**src/rtl/lpht_pkg.sv**
```systemverilog
// Shared types and constants for the linear probing hash table core.
// Holds field widths, status and operation codes, slot entry layout and FSM states.
// No dependencies.
package lpht_pkg;

  localparam int unsigned KEY_W    = 31;
  localparam int unsigned SLOT_W   = 4;
  localparam int unsigned STATUS_W = 2;
  localparam int unsigned COUNT_W  = 32;

  typedef enum logic {
    OP_INSERT = 1'b0,
    OP_SEARCH = 1'b1
  } op_t;

  typedef enum logic [STATUS_W-1:0] {
    ST_INSERTED  = 2'd0,
    ST_FULL      = 2'd1,
    ST_FOUND     = 2'd2,
    ST_NOT_FOUND = 2'd3
  } status_t;

  typedef struct packed {
    logic             valid;
    logic [KEY_W-1:0] key;
  } entry_t;

  typedef enum logic [2:0] {
    S_CLEAR,
    S_IDLE,
    S_HASH,
    S_PROBE,
    S_DONE
  } state_t;

endpackage

```
**src/rtl/linear_probing_hash_table_core.sv**
```systemverilog
// Linear probing hash table core: top level, control FSM and probe datapath.
// Depends on lpht_pkg, lpht_mod (remainder unit) and lpht_mem (slot store).
//
//   channel | handshake           | beat payload
//   --------+---------------------+-------------------------------------------
//   in      | in_valid / in_ready | operation, key
//   out     | out_valid/out_ready | status, slot, home_slot, total_collisions
//
// Steps: one item at a time. Accept, hashing (remainder by reciprocal
// multiplication), probing (one slot store read a cycle, reads issued back
// to back), then commit.
// Reset: a clearing pass writes every slot empty; in_ready stays low until
// it ends.
// Stalls: a result waits in the output register; the next beat is taken and
// worked on meanwhile, holding only at commit until the output is free.
module linear_probing_hash_table_core
  import lpht_pkg::*;
#(
  parameter int unsigned TABLE_ENTRIES = 16
) (
  input  logic                clk,
  input  logic                rst,
  input  logic                in_valid,
  output logic                in_ready,
  input  logic                operation,
  input  logic [KEY_W-1:0]    key,
  output logic                out_valid,
  input  logic                out_ready,
  output logic [STATUS_W-1:0] status,
  output logic [SLOT_W-1:0]   slot,
  output logic [SLOT_W-1:0]   home_slot,
  output logic [COUNT_W-1:0]  total_collisions
);

  localparam int unsigned AW = $clog2(TABLE_ENTRIES);
  localparam int unsigned CW = $clog2(TABLE_ENTRIES + 1);
  localparam logic [AW-1:0] LAST_SLOT = AW'(TABLE_ENTRIES - 1);

  // Low SLOT_W bits of a slot number, zero-extended for small tables.
  function automatic logic [SLOT_W-1:0] slot_field(input logic [AW-1:0] s);
    logic [SLOT_W+AW-1:0] ext;
    ext = {{SLOT_W{1'b0}}, s};
    return ext[SLOT_W-1:0];
  endfunction

  function automatic logic [AW-1:0] wrap_inc(input logic [AW-1:0] s);
    return (s == LAST_SLOT) ? '0 : s + 1'b1;
  endfunction

  state_t state, state_next;

  // Item under work
  op_t              op;
  logic [KEY_W-1:0] key_r;
  logic [AW-1:0]    home;

  // Probe pipeline: issue_slot is the next read, eval_slot the read whose
  // data arrives this cycle when pend is set.
  logic [AW-1:0] issue_slot;
  logic [AW-1:0] eval_slot;
  logic [CW-1:0] n_issue;
  logic [CW-1:0] n_eval;
  logic          pend;

  logic [AW-1:0]      clr_idx;
  logic [COUNT_W-1:0] coll;

  status_t       fin_status;
  logic [AW-1:0] fin_slot;

  status_t       res_status;
  logic [AW-1:0] res_slot;
  logic [AW-1:0] res_home;

  // Remainder unit and slot store hookup
  logic          in_take;
  logic          mod_done;
  logic [AW-1:0] mod_rem;

  logic          mem_we;
  logic [AW-1:0] mem_waddr;
  entry_t        mem_wdata;
  logic          mem_re;
  entry_t        mem_rdata;

  logic hit;
  logic last_eval;
  logic out_free;

  lpht_mod #(
    .TABLE_ENTRIES(TABLE_ENTRIES)
  ) u_mod (
    .clk  (clk),
    .rst  (rst),
    .start(in_take),
    .key  (key),
    .done (mod_done),
    .rem  (mod_rem)
  );

  lpht_mem #(
    .DEPTH(TABLE_ENTRIES)
  ) u_mem (
    .clk  (clk),
    .we   (mem_we),
    .waddr(mem_waddr),
    .wdata(mem_wdata),
    .re   (mem_re),
    .raddr(issue_slot),
    .rdata(mem_rdata)
  );

  assign in_take  = in_valid && in_ready;
  assign out_free = !out_valid || out_ready;

  // Evaluate the slot whose read data is back: an insert stops at the first
  // empty slot, a search at the first valid slot holding the key.
  always_comb begin
    hit = 1'b0;
    if (pend) begin
      unique case (op)
        OP_INSERT: hit = !mem_rdata.valid;
        OP_SEARCH: hit = mem_rdata.valid && (mem_rdata.key == key_r);
        default:   hit = 1'b0;
      endcase
    end
  end

  assign last_eval = pend && (n_eval == CW'(TABLE_ENTRIES - 1));

  // Next state and control
  always_comb begin
    state_next = state;
    in_ready   = 1'b0;
    mem_we     = 1'b0;
    mem_waddr  = clr_idx;
    mem_wdata  = '0;
    mem_re     = 1'b0;
    unique case (state)
      S_CLEAR: begin
        mem_we = 1'b1;
        if (clr_idx == LAST_SLOT) begin
          state_next = S_IDLE;
        end
      end
      S_IDLE: begin
        in_ready = 1'b1;
        if (in_valid) begin
          state_next = S_HASH;
        end
      end
      S_HASH: begin
        if (mod_done) begin
          state_next = S_PROBE;
        end
      end
      S_PROBE: begin
        // Keep one read in flight; stop issuing once every slot has been read.
        mem_re = !hit && (n_issue != CW'(TABLE_ENTRIES));
        if (hit && op == OP_INSERT) begin
          mem_we    = 1'b1;
          mem_waddr = eval_slot;
          mem_wdata = '{valid: 1'b1, key: key_r};
        end
        if (hit || last_eval) begin
          state_next = S_DONE;
        end
      end
      S_DONE: begin
        if (out_free) begin
          state_next = S_IDLE;
        end
      end
      default: state_next = S_CLEAR;
    endcase
  end

  always_ff @(posedge clk) begin
    if (rst) begin
      state <= S_CLEAR;
    end else begin
      state <= state_next;
    end
  end

  // Control registers
  always_ff @(posedge clk) begin
    if (rst) begin
      clr_idx   <= '0;
      pend      <= 1'b0;
      coll      <= '0;
      out_valid <= 1'b0;
    end else begin
      if (state == S_CLEAR) begin
        clr_idx <= clr_idx + 1'b1;
      end
      if (state == S_PROBE) begin
        pend <= mem_re;
        // Count each occupied slot an insert walks past, saturating.
        if (pend && !hit && op == OP_INSERT && coll != '1) begin
          coll <= coll + 1'b1;
        end
      end else begin
        pend <= 1'b0;
      end
      if (state == S_DONE && out_free) begin
        out_valid <= 1'b1;
      end else if (out_ready) begin
        out_valid <= 1'b0;
      end
    end
  end

  // Payload registers
  always_ff @(posedge clk) begin
    if (in_take) begin
      op    <= op_t'(operation);
      key_r <= key;
    end
    if (state == S_HASH && mod_done) begin
      home       <= mod_rem;
      issue_slot <= mod_rem;
      n_issue    <= '0;
      n_eval     <= '0;
    end
    if (state == S_PROBE) begin
      if (mem_re) begin
        eval_slot  <= issue_slot;
        issue_slot <= wrap_inc(issue_slot);
        n_issue    <= n_issue + 1'b1;
      end
      if (pend) begin
        n_eval <= n_eval + 1'b1;
      end
      if (hit) begin
        fin_status <= (op == OP_INSERT) ? ST_INSERTED : ST_FOUND;
        fin_slot   <= eval_slot;
      end else if (last_eval) begin
        fin_status <= (op == OP_INSERT) ? ST_FULL : ST_NOT_FOUND;
        fin_slot   <= '0;
      end
    end
    if (state == S_DONE && out_free) begin
      res_status       <= fin_status;
      res_slot         <= fin_slot;
      res_home         <= home;
      total_collisions <= coll;
    end
  end

  assign status    = res_status;
  assign slot      = slot_field(res_slot);
  assign home_slot = slot_field(res_home);

endmodule

```
**src/rtl/lpht_mod.sv**
```systemverilog
// Remainder unit: key modulo TABLE_ENTRIES by reciprocal multiplication.
// Depends on lpht_pkg.
module lpht_mod
  import lpht_pkg::*;
#(
  parameter int unsigned TABLE_ENTRIES = 16
) (
  input  logic                             clk,
  input  logic                             rst,
  input  logic                             start,
  input  logic [KEY_W-1:0]                 key,
  output logic                             done,
  output logic [$clog2(TABLE_ENTRIES)-1:0] rem
);

  localparam int unsigned AW      = $clog2(TABLE_ENTRIES);
  localparam int unsigned RECIP_W = 32;
  localparam int unsigned PROD_W  = KEY_W + RECIP_W;
  localparam int unsigned SHIFT   = KEY_W + AW;
  // Rounded-up reciprocal; the quotient taken from the product is exact for
  // every KEY_W-bit key.
  localparam logic [63:0] RECIP_WIDE =
    ((64'd1 << SHIFT) + 64'(TABLE_ENTRIES) - 64'd1) / 64'(TABLE_ENTRIES);
  localparam logic [RECIP_W-1:0] RECIP  = RECIP_W'(RECIP_WIDE);
  localparam logic [AW-1:0]      MOD_LO = AW'(TABLE_ENTRIES);

  logic [PROD_W-1:0] prod;
  logic [AW-1:0]     quo_lo;
  logic [AW-1:0]     key_lo;
  logic [AW-1:0]     quo_mod;
  logic              pend;

  assign prod    = PROD_W'(key) * PROD_W'(RECIP);
  // The remainder fits in AW bits, so only the low AW bits of the quotient
  // times the modulus are needed.
  assign quo_mod = quo_lo * MOD_LO;

  always_ff @(posedge clk) begin
    if (rst) begin
      pend <= 1'b0;
      done <= 1'b0;
    end else begin
      pend <= start;
      done <= pend;
    end
  end

  always_ff @(posedge clk) begin
    if (start) begin
      quo_lo <= prod[SHIFT +: AW];
      key_lo <= key[AW-1:0];
    end
    if (pend) begin
      rem <= key_lo - quo_mod;
    end
  end

endmodule

```
**src/rtl/lpht_mem.sv**
```systemverilog
// Slot store: one write port, one read port, registered read data.
// Depends on lpht_pkg for the entry layout.
module lpht_mem
  import lpht_pkg::*;
#(
  parameter int unsigned DEPTH = 16
) (
  input  logic                     clk,
  input  logic                     we,
  input  logic [$clog2(DEPTH)-1:0] waddr,
  input  entry_t                   wdata,
  input  logic                     re,
  input  logic [$clog2(DEPTH)-1:0] raddr,
  output entry_t                   rdata
);

  entry_t mem [DEPTH];

  always_ff @(posedge clk) begin
    if (we) begin
      mem[waddr] <= wdata;
    end
  end

  always_ff @(posedge clk) begin
    if (re) begin
      rdata <= mem[raddr];
    end
  end

endmodule

```
**config.mk**
```make
export PLATFORM = sky130hd
export DESIGN_NAME = linear_probing_hash_table_core
export DESIGN_NICKNAME = d
export VERILOG_FILES = /design/src/rtl/lpht_pkg.sv /design/src/rtl/linear_probing_hash_table_core.sv /design/src/rtl/lpht_mod.sv /design/src/rtl/lpht_mem.sv
export SDC_FILE = /design/constraint.sdc
export NUM_CORES = 1
export LEC_CHECK = 0
export BUFFER_PORTS_ARGS = -buffer_cell sky130_fd_sc_hd__buf_4
export CAP_MARGIN = 20
export CORE_UTILIZATION = 50
export DETAILED_ROUTE_END_ITERATION = 10
export GPL_TIMING_DRIVEN = 0
export HOLD_SLACK_MARGIN = 0.06
export PLACE_DENSITY_LB_ADDON = 0.1
export SLEW_MARGIN = 15
export SYNTH_ARGS = -nofsm -noshare
export SYNTH_HDL_FRONTEND = slang
export SYNTH_SLANG_ARGS = --single-unit
```
**constraint.sdc**
```tcl
create_clock -name clk -period 7.1 [get_ports clk]
set_input_delay 1.42 -clock clk [delete_from_list [all_inputs] [get_ports clk]]
set_output_delay 1.42 -clock clk [all_outputs]
set_load 0.05 [all_outputs]
```
==> results of run 1 <==
[area by class of cell]
class / count / area, um^2
Buffer: 57 / 241
Clock buffer: 91 / 1940
Clock inverter: 37 / 523
Fill cell: 3691 / 20600
Inverter: 17 / 63.8
Multi-Input combinational cell: 519 / 6040
Sequential cell: 693 / 20200
Tap cell: 680 / 851
Timing Repair Buffer: 107 / 1290
[routing by layer]
metal	global-route usage	part of all wire	up-vias
li1	-	-	5634
met1	0.331	0.43	7036
met2	0.383	0.49	453
met3	0.0421	0.059	101
met4	0.0567	0.021	0
met5	0	0	-
[kinds of logic (layout without fill, tap and decap cells)]
kind of cell	count (synthesis)	count (layout)
compound gates	34	34
xor+xnor	68	68
fa+ha+maj	7	7
buf+inv	74	309
flops	693	693
mux	168	168
simple gates	242	242
[placed cells by master (no fill, tap or decap), types with 5 or more instances in the layout]
| cell type | synthesis | layout |
|---|---|---|
| a21oi_1 | 7 | 7 |
| a31oi_1 | 6 | 6 |
| and2_1 | 6 | 6 |
| and3_1 | 46 | 46 |
| buf_1 | 9 | 9 |
| buf_12 | 0 | 11 |
| buf_16 | 0 | 17 |
| buf_2 | 20 | 19 |
| buf_4 | 0 | 79 |
| bufinv_16 | 0 | 13 |
| clkbuf_1 | 28 | 43 |
| clkbuf_16 | 0 | 74 |
| clkinv_1 | 0 | 10 |
| clkinv_2 | 0 | 9 |
| dfxtp_1 | 57 | 57 |
| edfxtp_1 | 636 | 636 |
| ha_1 | 7 | 7 |
| inv_1 | 16 | 15 |
| mux2i_1 | 7 | 7 |
| mux4_2 | 160 | 160 |
| nand2_1 | 26 | 26 |
| nand3_1 | 22 | 22 |
| nand4_1 | 22 | 22 |
| nor2_1 | 68 | 52 |
| nor2_4 | 0 | 16 |
| nor2b_1 | 5 | 5 |
| nor3_1 | 6 | 6 |
| nor4_1 | 16 | 16 |
| xnor2_1 | 5 | 5 |
| xor2_1 | 63 | 63 |
[through the flow]
step	power (uW)	setup slack, ns	cell area [um^2]	instances
floorplan	4660	3.77	26500	1286
global placement	4730	1.25	27900	2044
detailed placement	4770	3.53	28700	2073
CTS	8680	3.51	31200	2201
global route	8840	3.26	31200	2201
finish	8610	3.42	31200	2201
[state kept, by name, summed over array words and instances, names as in the netlist, 2 cells and up]
register	count
fin_slot	4
u_mem.rdata	32
u_mem.mem	512
issue_slot	4
key_r	31
n_issue	5
status	2
fin_status	2
slot	4
home	4
clr_idx	4
coll	32
total_collisions	32
n_eval	5
home_slot	4
state	3
eval_slot	4
u_mod.rem	4
[power by group]
group | switching [uW] | internal, uW | leakage, uW
Combinational | 109 | 87.6 | 0.00280
Sequential | 16.3 | 4470 | 0.00673
Clock | 1520 | 2400 | 0.00120
[worst paths after layout]
kind / slack, ns / to / from / cells past startpoint
max: 3.42 / u_mem.mem[3][10] / state[1] / 9
min: 0.42 / slot[0] / fin_slot[0] / 0
max reg2reg: 3.42 / u_mem.mem[3][10] / state[1] / 9
min reg2reg: 0.42 / slot[0] / fin_slot[0] / 0
==> metrics.txt, run 1 <==
status=finished, final reports clean; CP Cell Sequence=clkbuf_1 > nand3_1 > nor3_2 > buf_2 > nor2_1 > a31oi_1 > nor2_4 > buf_16 > buf_16; cell area after synthesis=roughly 26,000 um^2; initial DRC count=1,340; Slowest cell on crit path=a31oi_1; number of synthesized flops with an enable pin=636; Initial Util=0.511; post-CTS setup repair buffer count=0; endpoint class of the critical path=register; Yosys top cell area share=0.722; Max Fclk=between 0.2 and 0.3 GHz; maximum VDD drop=between 200 and 250 uV; largest net degree at the start of global routing=45; Row Count=83; critical path's top delay family=buffers and inverters; layout cell share with drive strength beyond 1=0.278; syn_area_per_cell=20.6 um^2; fin crit share=0.518; WP data required=7.45 ns; Tmin final=3.68 ns; Worst-path clk slew=0.06 ns; asr flop ratio synth=0; main combinational cell family by area after synthesis=multiplexers; simple-gate area share of the yosys netlist=0.0494; setup violators final=0; total grt overflow=0; die area=53,800 um^2; xor-xnor portion of the synthesized cell area=0.0225; DRC=0; wire per inst=27.6 um; crit-path max cell delay=0.74 ns; CTS root buffer=clkbuf_16; Clock Path Buffers=3; final hold violation count=0; CP most frequent cell=buf_16; first-pass GRT wire length=between 80,000 and 90,000 um; hold-fix buffers at CTS=0; Total GRT Usage=0.235; diode count=0; Vias=roughly 13k; die height=232 um; leakage power=between 0.01 and 0.015 uW; post-synthesis compound-gate area fraction=0.00922; DR vias/cell=6.01; WP data arrival=4.03 ns; RSZ-0062 raised after global routing=false; final clock skew=between 0.02 and 0.03 ns; Post-Syn Nets=~1.3k; final core occ=0.602; PD cells=276 nW/um^2; Final Max Slew Viols=0; post-synthesis adder-cell area fraction=0.00331; HPWL Detailed=39,000 um; YS warnings=0; CTS Buf Count=71; core box area=between 50,000 and 60,000 um^2; Worst-Skew Late Latency=between 0.6 and 0.7 ns; Pre-antenna DRT Iters=5; worst slew pin tran=1.04 ns; Sink Count=693; H-tree levels=3; CP Launch Type=register; antenna violations before repair=0; Die Width=232 um; DRT antenna net count=0; DRT Wirelength=60,700 um; Ports=80; setup_tns=0 ns; nets@finish=1,509; Area growth syn-to-layout=17.8%; number of synthesized register bits=a little under 700; top post-synthesis cells by area=edfxtp_1, mux4_2, dfxtp_1, xor2_1, and3_1; Unique masters post-synth=50; register area share after synthesis=0.765; CP max FO=25; vias in the first global route=13.2k; Mapped Cells=1,286; most frequent cell after synthesis=edfxtp_1; Post-synth top cells=edfxtp_1, mux4_2, nor2_1; CP Buf/Inv Count=4; CTS tree=built; worst hold slack=0.424 ns; RD Place Congestion=0.824; ys flop type=edfxtp_1; leading area contributor after synthesis=edfxtp_1; Hold Crit Class=reg2reg; Port Buffers=78; mux contribution to synthesized area=0.139; Slew headroom=0.308; Max Cap Viol=0; WS Path Type=reg2reg; post_cts resized=0
No activity file was read; power rests on OpenSTA's default activity.
==> run 2: changes to the inputs <==
Clock period 7.1 ns to 3.2 ns, I/O delays scaled along.
==> run 2 against run 1 <==
Register-to-register slack got worse by 3.4 ns. Total power is 120% higher. Clock-buffer cell count is the same. Hold slack worse by 0.22 ns. Final cell count grew 1.0%. Largest cell class unchanged.
==> metrics.txt, run 2 (synthesis results as in run 1) <==
status=finished, final reports clean; PD cells=607 nW/um^2 (+120%); Tmin final=3.15 ns (-0.526 ns); WP data arrival=3.50 ns (-0.53 ns); die height=232 um (unchanged); maximum VDD drop=450 uV (+120%); WHS Path Cells=1 (+1); largest net degree at the start of global routing=45 (unchanged); Final Max Slew Viols=0 (unchanged); Clock Path Buffers=3 (unchanged); Hold Crit Class=in2reg; DRC=0 (unchanged); CTS root buffer=clkbuf_16; first-pass GRT wire length=90,200 um (+0.52%); final clock skew=0.0281 ns (+0.00263 ns); hold-fix buffers at CTS=0 (unchanged); WS Path Type=reg2reg; Area growth syn-to-layout=19.0%; DRT antenna net count=0 (unchanged); most common cell after layout, fill and taps aside=edfxtp_1; Clock power frac=0.455 (about the same); Total GRT Usage=0.236 (+0.00129); antenna violations before repair=0 (unchanged); leakage power=0.0109 uW (+1.6%); Slew headroom=0.271 (-0.0374); RSZ-0062 raised after global routing=true; layout cell share with drive strength beyond 1=0.295 (+0.0168); GR peak layer=met2; WP data required=3.55 ns (-3.90 ns); Pint=15,500 uW (+120%); Worst-Skew Late Latency=0.61 ns (about the same); die area=53,800 um^2 (unchanged); Sink Count=693 (unchanged); worst hold slack=0.206 ns (-0.218 ns); HPWL Detailed=39,000 um (unchanged); core box area=51,800 um^2 (unchanged); Reg2Reg Depth=5 (-4); Worst-path clk slew=0.06 ns (about the same); Endpoint, Worst Hold=key_r[4]; Slowest cell on crit path=buf_1; part of the power in registers=0.521 (about the same); nets@finish=1,531 (+1.5%); endpoint class of the critical path=register; Ports=80 (unchanged); GRT met1 Usage=0.333 (+0.00217); GR met3 Demand/Resource=0.0411 (-0.000982); RD Place Congestion=0.824 (unchanged); commonest non-fill, non-tap cells in the layout=edfxtp_1, mux4_2, buf_4; wire per inst=27.6 um (+0.19%); grt met2 use=0.386 (+0.00308); final hold violation count=0 (unchanged); Net Sw Frac=0.191 (about the same); initial DRC count=1,417 (+5.7%); Max Cap Viol=0 (unchanged); Biggest register=u_mem.mem; Reg-to-Reg End=u_mem.rdata[0]; reg2reg setup slack=0.05 ns (-3.37 ns); crit-path max cell delay=0.73 ns (about the same); worst slew pin tran=1.09 ns (+0.0510 ns); CTS tree=built; setup_tns=0 ns (unchanged); worst r2r src=issue_slot[1]; vias in the first global route=13.3k (+0.33%); CP Launch Type=register; DR vias/cell=5.98 (-0.48%); final setup margin=0.0460 ns (-3.37 ns); CP max FO=10 (-60%); Row Count=83 (unchanged); CP Cell Sequence=clkbuf_1 > clkbuf_1 > buf_1 > mux4_2 > mux4_2; critical path's top delay family=buffers and inverters; Vias=13.3k (+0.51%); Initial Util=0.511 (unchanged); DRT Wirelength=61,400 um (+1.2%); total grt overflow=0 (unchanged); Max Fclk=0.317 GHz (+17%); Largest register FFs=512 (unchanged); CP Buf/Inv Count=3 (-1); Die Width=232 um (unchanged); diode count=0 (unchanged); Sw Pwr=3660 uW (+120%); Port Buffers=78 (unchanged); Logic pwr share=0.024 (about the same); fin crit share=0.986 (+0.467); H-tree levels=3 (unchanged); Hold Startpoint=key[4]; CTS Buf Count=71 (unchanged); setup violators final=0 (unchanged); Pre-antenna DRT Iters=5 (unchanged); pre-CTS WS=-0.372 ns (-3.90 ns)
==> run 2: final cells by class <==
type                            count  area (um^2)
Buffer                             57          251
Clock buffer                       91         1940
Clock inverter                     37          523
Fill cell                        3650        20300
Inverter                           17         63.8
Multi-Input combinational cell    519         6070
Sequential cell                   693        20200
Tap cell                          680          851
Timing Repair Buffer              129         1570
==> run 2: worst max-delay path by stage <==
stage / from / endpoint / slack, ns / depth (start not counted)
6_report: issue_slot[1] / u_mem.rdata[0] / 0.05 / 5
5_1_grt: state[1] / u_mem.mem[7][19] / -0.06 / 9
4_1_cts: issue_slot[1] / u_mem.rdata[24] / 0.006 / 5
3_5_place_dp: state[1] / u_mem.mem[3][18] / -0.37 / 9
3_3_place_gp: state[1] / u_mem.mem[6][18] / -2.65 / 6
2_1_floorplan: state[0] / u_mem.mem[8][0] / -0.13 / 7
==> run 2: layer usage <==
metal | routed length, um | part of all wire
met4 | 1290 | 0.021
met5 | 0 | 0
met1 | 26000 | 0.42
met3 | 3870 | 0.063
met2 | 30200 | 0.49
==> run 2: power groups by stage <==
stage               combinational, uW  clock (uW)  sequential, uW
global placement                  336           0           10200
finish                            454        8700            9960
CTS                               456        8860            9960
global route                      478        9200            9970
floorplan                         195           0           10100
detailed placement                443           0           10200
==> run 2: per-stage QoR <==
| step | cells | total power [uW] | util | cell area (um^2) |
|---|---|---|---|---|
| 2_1_floorplan | 1286 | 10300 | - | 26500 |
| 3_3_place_gp | 2044 | 10500 | 0.538 | 27900 |
| 3_5_place_dp | 2073 | 10600 | 0.554 | 28700 |
| 4_1_cts | 2218 | 19300 | 0.606 | 31400 |
| 5_1_grt | 2223 | 19600 | 0.608 | 31500 |
| 6_report | 2223 | 19100 | 0.608 | 31500 |
==> run 2: what timing repair did <==
action | CTS | global route
gates resized for setup | 2 | 16
pin swaps | 12 | 3
setup endpoints to repair | 383 | 169
gates cloned | 0 | 0
setup buffers | 17 | 5
==> run 3: changes to the inputs <==
Settings changed: ABC_AREA set to 1, ABC_CLOCK_PERIOD_IN_PS set to 3200.
==> run 3 against run 2 <==
Cell area up 2.5%. Sequential power up 11%. Clock power fell by 10%. Utilization decreased by 1.0 points. Fmax fell by 1.0%. Hold slack worse by 0.0088 ns. Routed wire length rose by 36%.
==> metrics.txt, run 3 <==
status=finished, final reports clean; worst slew pin tran=1.17 ns (+0.0817 ns); Initial Util=0.507 (-0.00316); Final Max Slew Viols=0 (unchanged); part of the power in registers=0.407 (-0.114); final core occ=0.598 (-0.0102); CTS Buf Count=73 (+2.8%); Post-synth top cells=edfxtp_1, nor2_1, o21ai_0; most frequent cell after synthesis=edfxtp_1; Final Non-Filler Cells=3,155 (+42%); CP Launch Type=register; total grt overflow=0 (unchanged); Sw Pwr=9900 uW (+170%); largest net degree at the start of global routing=46 (+2.2%); Port Buffers=79 (+1.3%); CP Cell Sequence=buf_2 > inv_1 > clkdlybuf4s15_1 > clkbuf_1 > nor2_1 > o221ai_1 > nand3_1 > nand2_1; first-pass GRT wire length=120,000 um (+33%); commonest non-fill, non-tap cells in the layout=edfxtp_1, nor2_1, o21ai_0; WP data required=3.52 ns (-0.03 ns); nets@finish=2,448 (+60%); die area=55,800 um^2 (+3.6%); core box area=54,000 um^2 (+4.3%); CTS root buffer=clkbuf_16; YS warnings=0 (unchanged); worst hold slack=0.198 ns (-0.00879 ns); RSZ-0062 raised after global routing=true; Logic pwr share=0.308 (+0.284); Pint=17,500 uW (+13%); Area growth syn-to-layout=17.8%; Hold Crit Class=in2reg; number of synthesized flops with an enable pin=636 (unchanged); DP Cell Count=2,999 (+45%); leakage power=0.0107 uW (-2.0%); Slew headroom=0.217 (-0.0540); Row Count=85 (+2.4%); Sink Count=693 (unchanged); DRT antenna net count=0 (unchanged); PD cells=848 nW/um^2 (+40%); Ports=80 (unchanged); post-route cell area=32,300 um^2 (+2.5%); Clock Path Buffers=3 (unchanged); endpoint class of the critical path=register; Largest register FFs=512 (unchanged); DR vias/cell=6.06 (+1.3%); register area share after synthesis=0.738 (-0.0267); Die Width=236 um (+1.8%); CP Buf/Inv Count=4 (+1); critical path's top delay family=buffers and inverters; crit-path max cell delay=0.62 ns (-0.11 ns); DP Area=29,800 um^2 (+3.7%); most common cell after layout, fill and taps aside=edfxtp_1; DRC=0 (unchanged); final clock skew=0.0276 ns (-0.000407 ns); HPWL Detailed=53,600 um (+38%); Mapped Cells=2,192 (+70%); Post-Syn Nets=2,235 (+68%); Yosys top cell area share=0.697 (-0.0252); RD Place Congestion=0.908 (+10%); die height=236 um (+1.8%); Tmin final=3.19 ns (+0.0323 ns); wire per inst=26.5 um (-4.2%); antenna violations before repair=0 (unchanged); maximum VDD drop=580 uV (+29%); cell area after synthesis=27,400 um^2 (+3.6%); hold-fix buffers at CTS=0 (unchanged); leading area contributor after synthesis=edfxtp_1; CTS tree=built; Max Fclk=0.314 GHz (-1.0%); Total GRT Usage=0.300 (+0.0635); setup violators final=0 (unchanged); Biggest register=u_mem.mem; Worst-Skew Late Latency=0.63 ns (+0.02 ns); ys flop type=edfxtp_1; DRT Wirelength=83,500 um (+36%); vias in the first global route=18.3k (+37%); WP data arrival=3.51 ns (about the same); Max Cap Viol=0 (unchanged); initial DRC count=2,662 (+88%); number of synthesized register bits=693 (unchanged); Unique masters post-synth=35 (-30%); syn_area_per_cell=12.5 um^2 (-39%); Worst-path clk slew=0.06 ns (about the same); Net Sw Frac=0.362 (+0.170); Vias=19.1k (+44%); H-tree levels=3 (unchanged); Clock power frac=0.285 (-0.170); top post-synthesis cells by area=edfxtp_1, o21ai_0, nor2_1, dfxtp_1, nand2_1; Filler Cells Inserted=4,216 (+16%); diode count=0 (unchanged); asr flop ratio synth=0 (unchanged); WS Path Type=reg2reg; final hold violation count=0 (unchanged); Pre-antenna DRT Iters=5 (unchanged); CP max FO=10 (unchanged); fin crit share=0.996 (+0.0101); Slowest cell on crit path=dfxtp_1; setup_tns=0 ns (unchanged); layout cell share with drive strength beyond 1=0.119 (-0.176)
run 3: per-stage QoR:
| stage | setup slack [ns] | total power [uW] |
|---|---|---|
| floorplan | -0.180 | 15400 |
| global placement | -3.02 | 18800 |
| detailed placement | -0.237 | 19300 |
| CTS | 0.00306 | 27100 |
| global route | -0.0414 | 28300 |
| finish | 0.0137 | 27400 |
run 3: path summary, 6_finish.rpt:
kind	from	end	slack, ns	cells after the start
setup / recovery	issue_slot[0]	u_mem.rdata[31]	0.01	8
hold / removal	key[10]	key_r[10]	0.20	1
setup reg to reg	issue_slot[0]	u_mem.rdata[31]	0.01	8
hold reg to reg	fin_status[1]	status[1]	0.42	0
run 3: timing repair:
item	in CTS	in global routing
setup buffers	15	6
endpoints found under the setup margin	274	205
pin swaps	12	2
gates resized for setup	2	15
run 3: metal layers:
layer  GRT usage  up-vias  routed length [um]
li1            -     8396                   -
met1       0.409     9257               32800
met2       0.458     1202               37400
met3      0.0744      250                9580
met4       0.131        0                3690
met5           0        -                   0
run 3: layout make-up:
type | count | area [um^2] | area share
clock inverters | 36 | 179 | 0.00554
plain buffers | 117 | 482 | 0.0149
flip-flops and latches | 693 | 20200 | 0.627
repair buffers | 138 | 1640 | 0.0508
well taps | 696 | 871 | 0.0270
multi-input cells | 1248 | 6380 | 0.198
clock buffers | 93 | 2000 | 0.0618
inverters | 134 | 503 | 0.0156
run 3: logic make-up (layout without fill, tap and decap cells):
group                    Yosys count  count (layout)  share of synthesized area
AND/OR/NAND/NOR                  735             735                      0.110
flip-flops                       693             693                      0.738
AO/OA/AOI/OAI                    484             484                      0.106
buffers and inverters            251             518                     0.0353
XOR/XNOR                          22              22                    0.00703
adder cells (fa/ha/maj)            7               7                    0.00319
run 3: power by group through the flow:
| stage | Combinational [uW] | Sequential [uW] | Clock (uW) |
|---|---|---|---|
| after floorplan | 4220 | 11200 | 0 |
| after global placement | 7410 | 11400 | 0 |
| after detailed placement | 7990 | 11300 | 0 |
| after CTS | 8060 | 11100 | 7860 |
| after global routing | 8870 | 11200 | 8220 |
| final | 8440 | 11100 | 7800 |
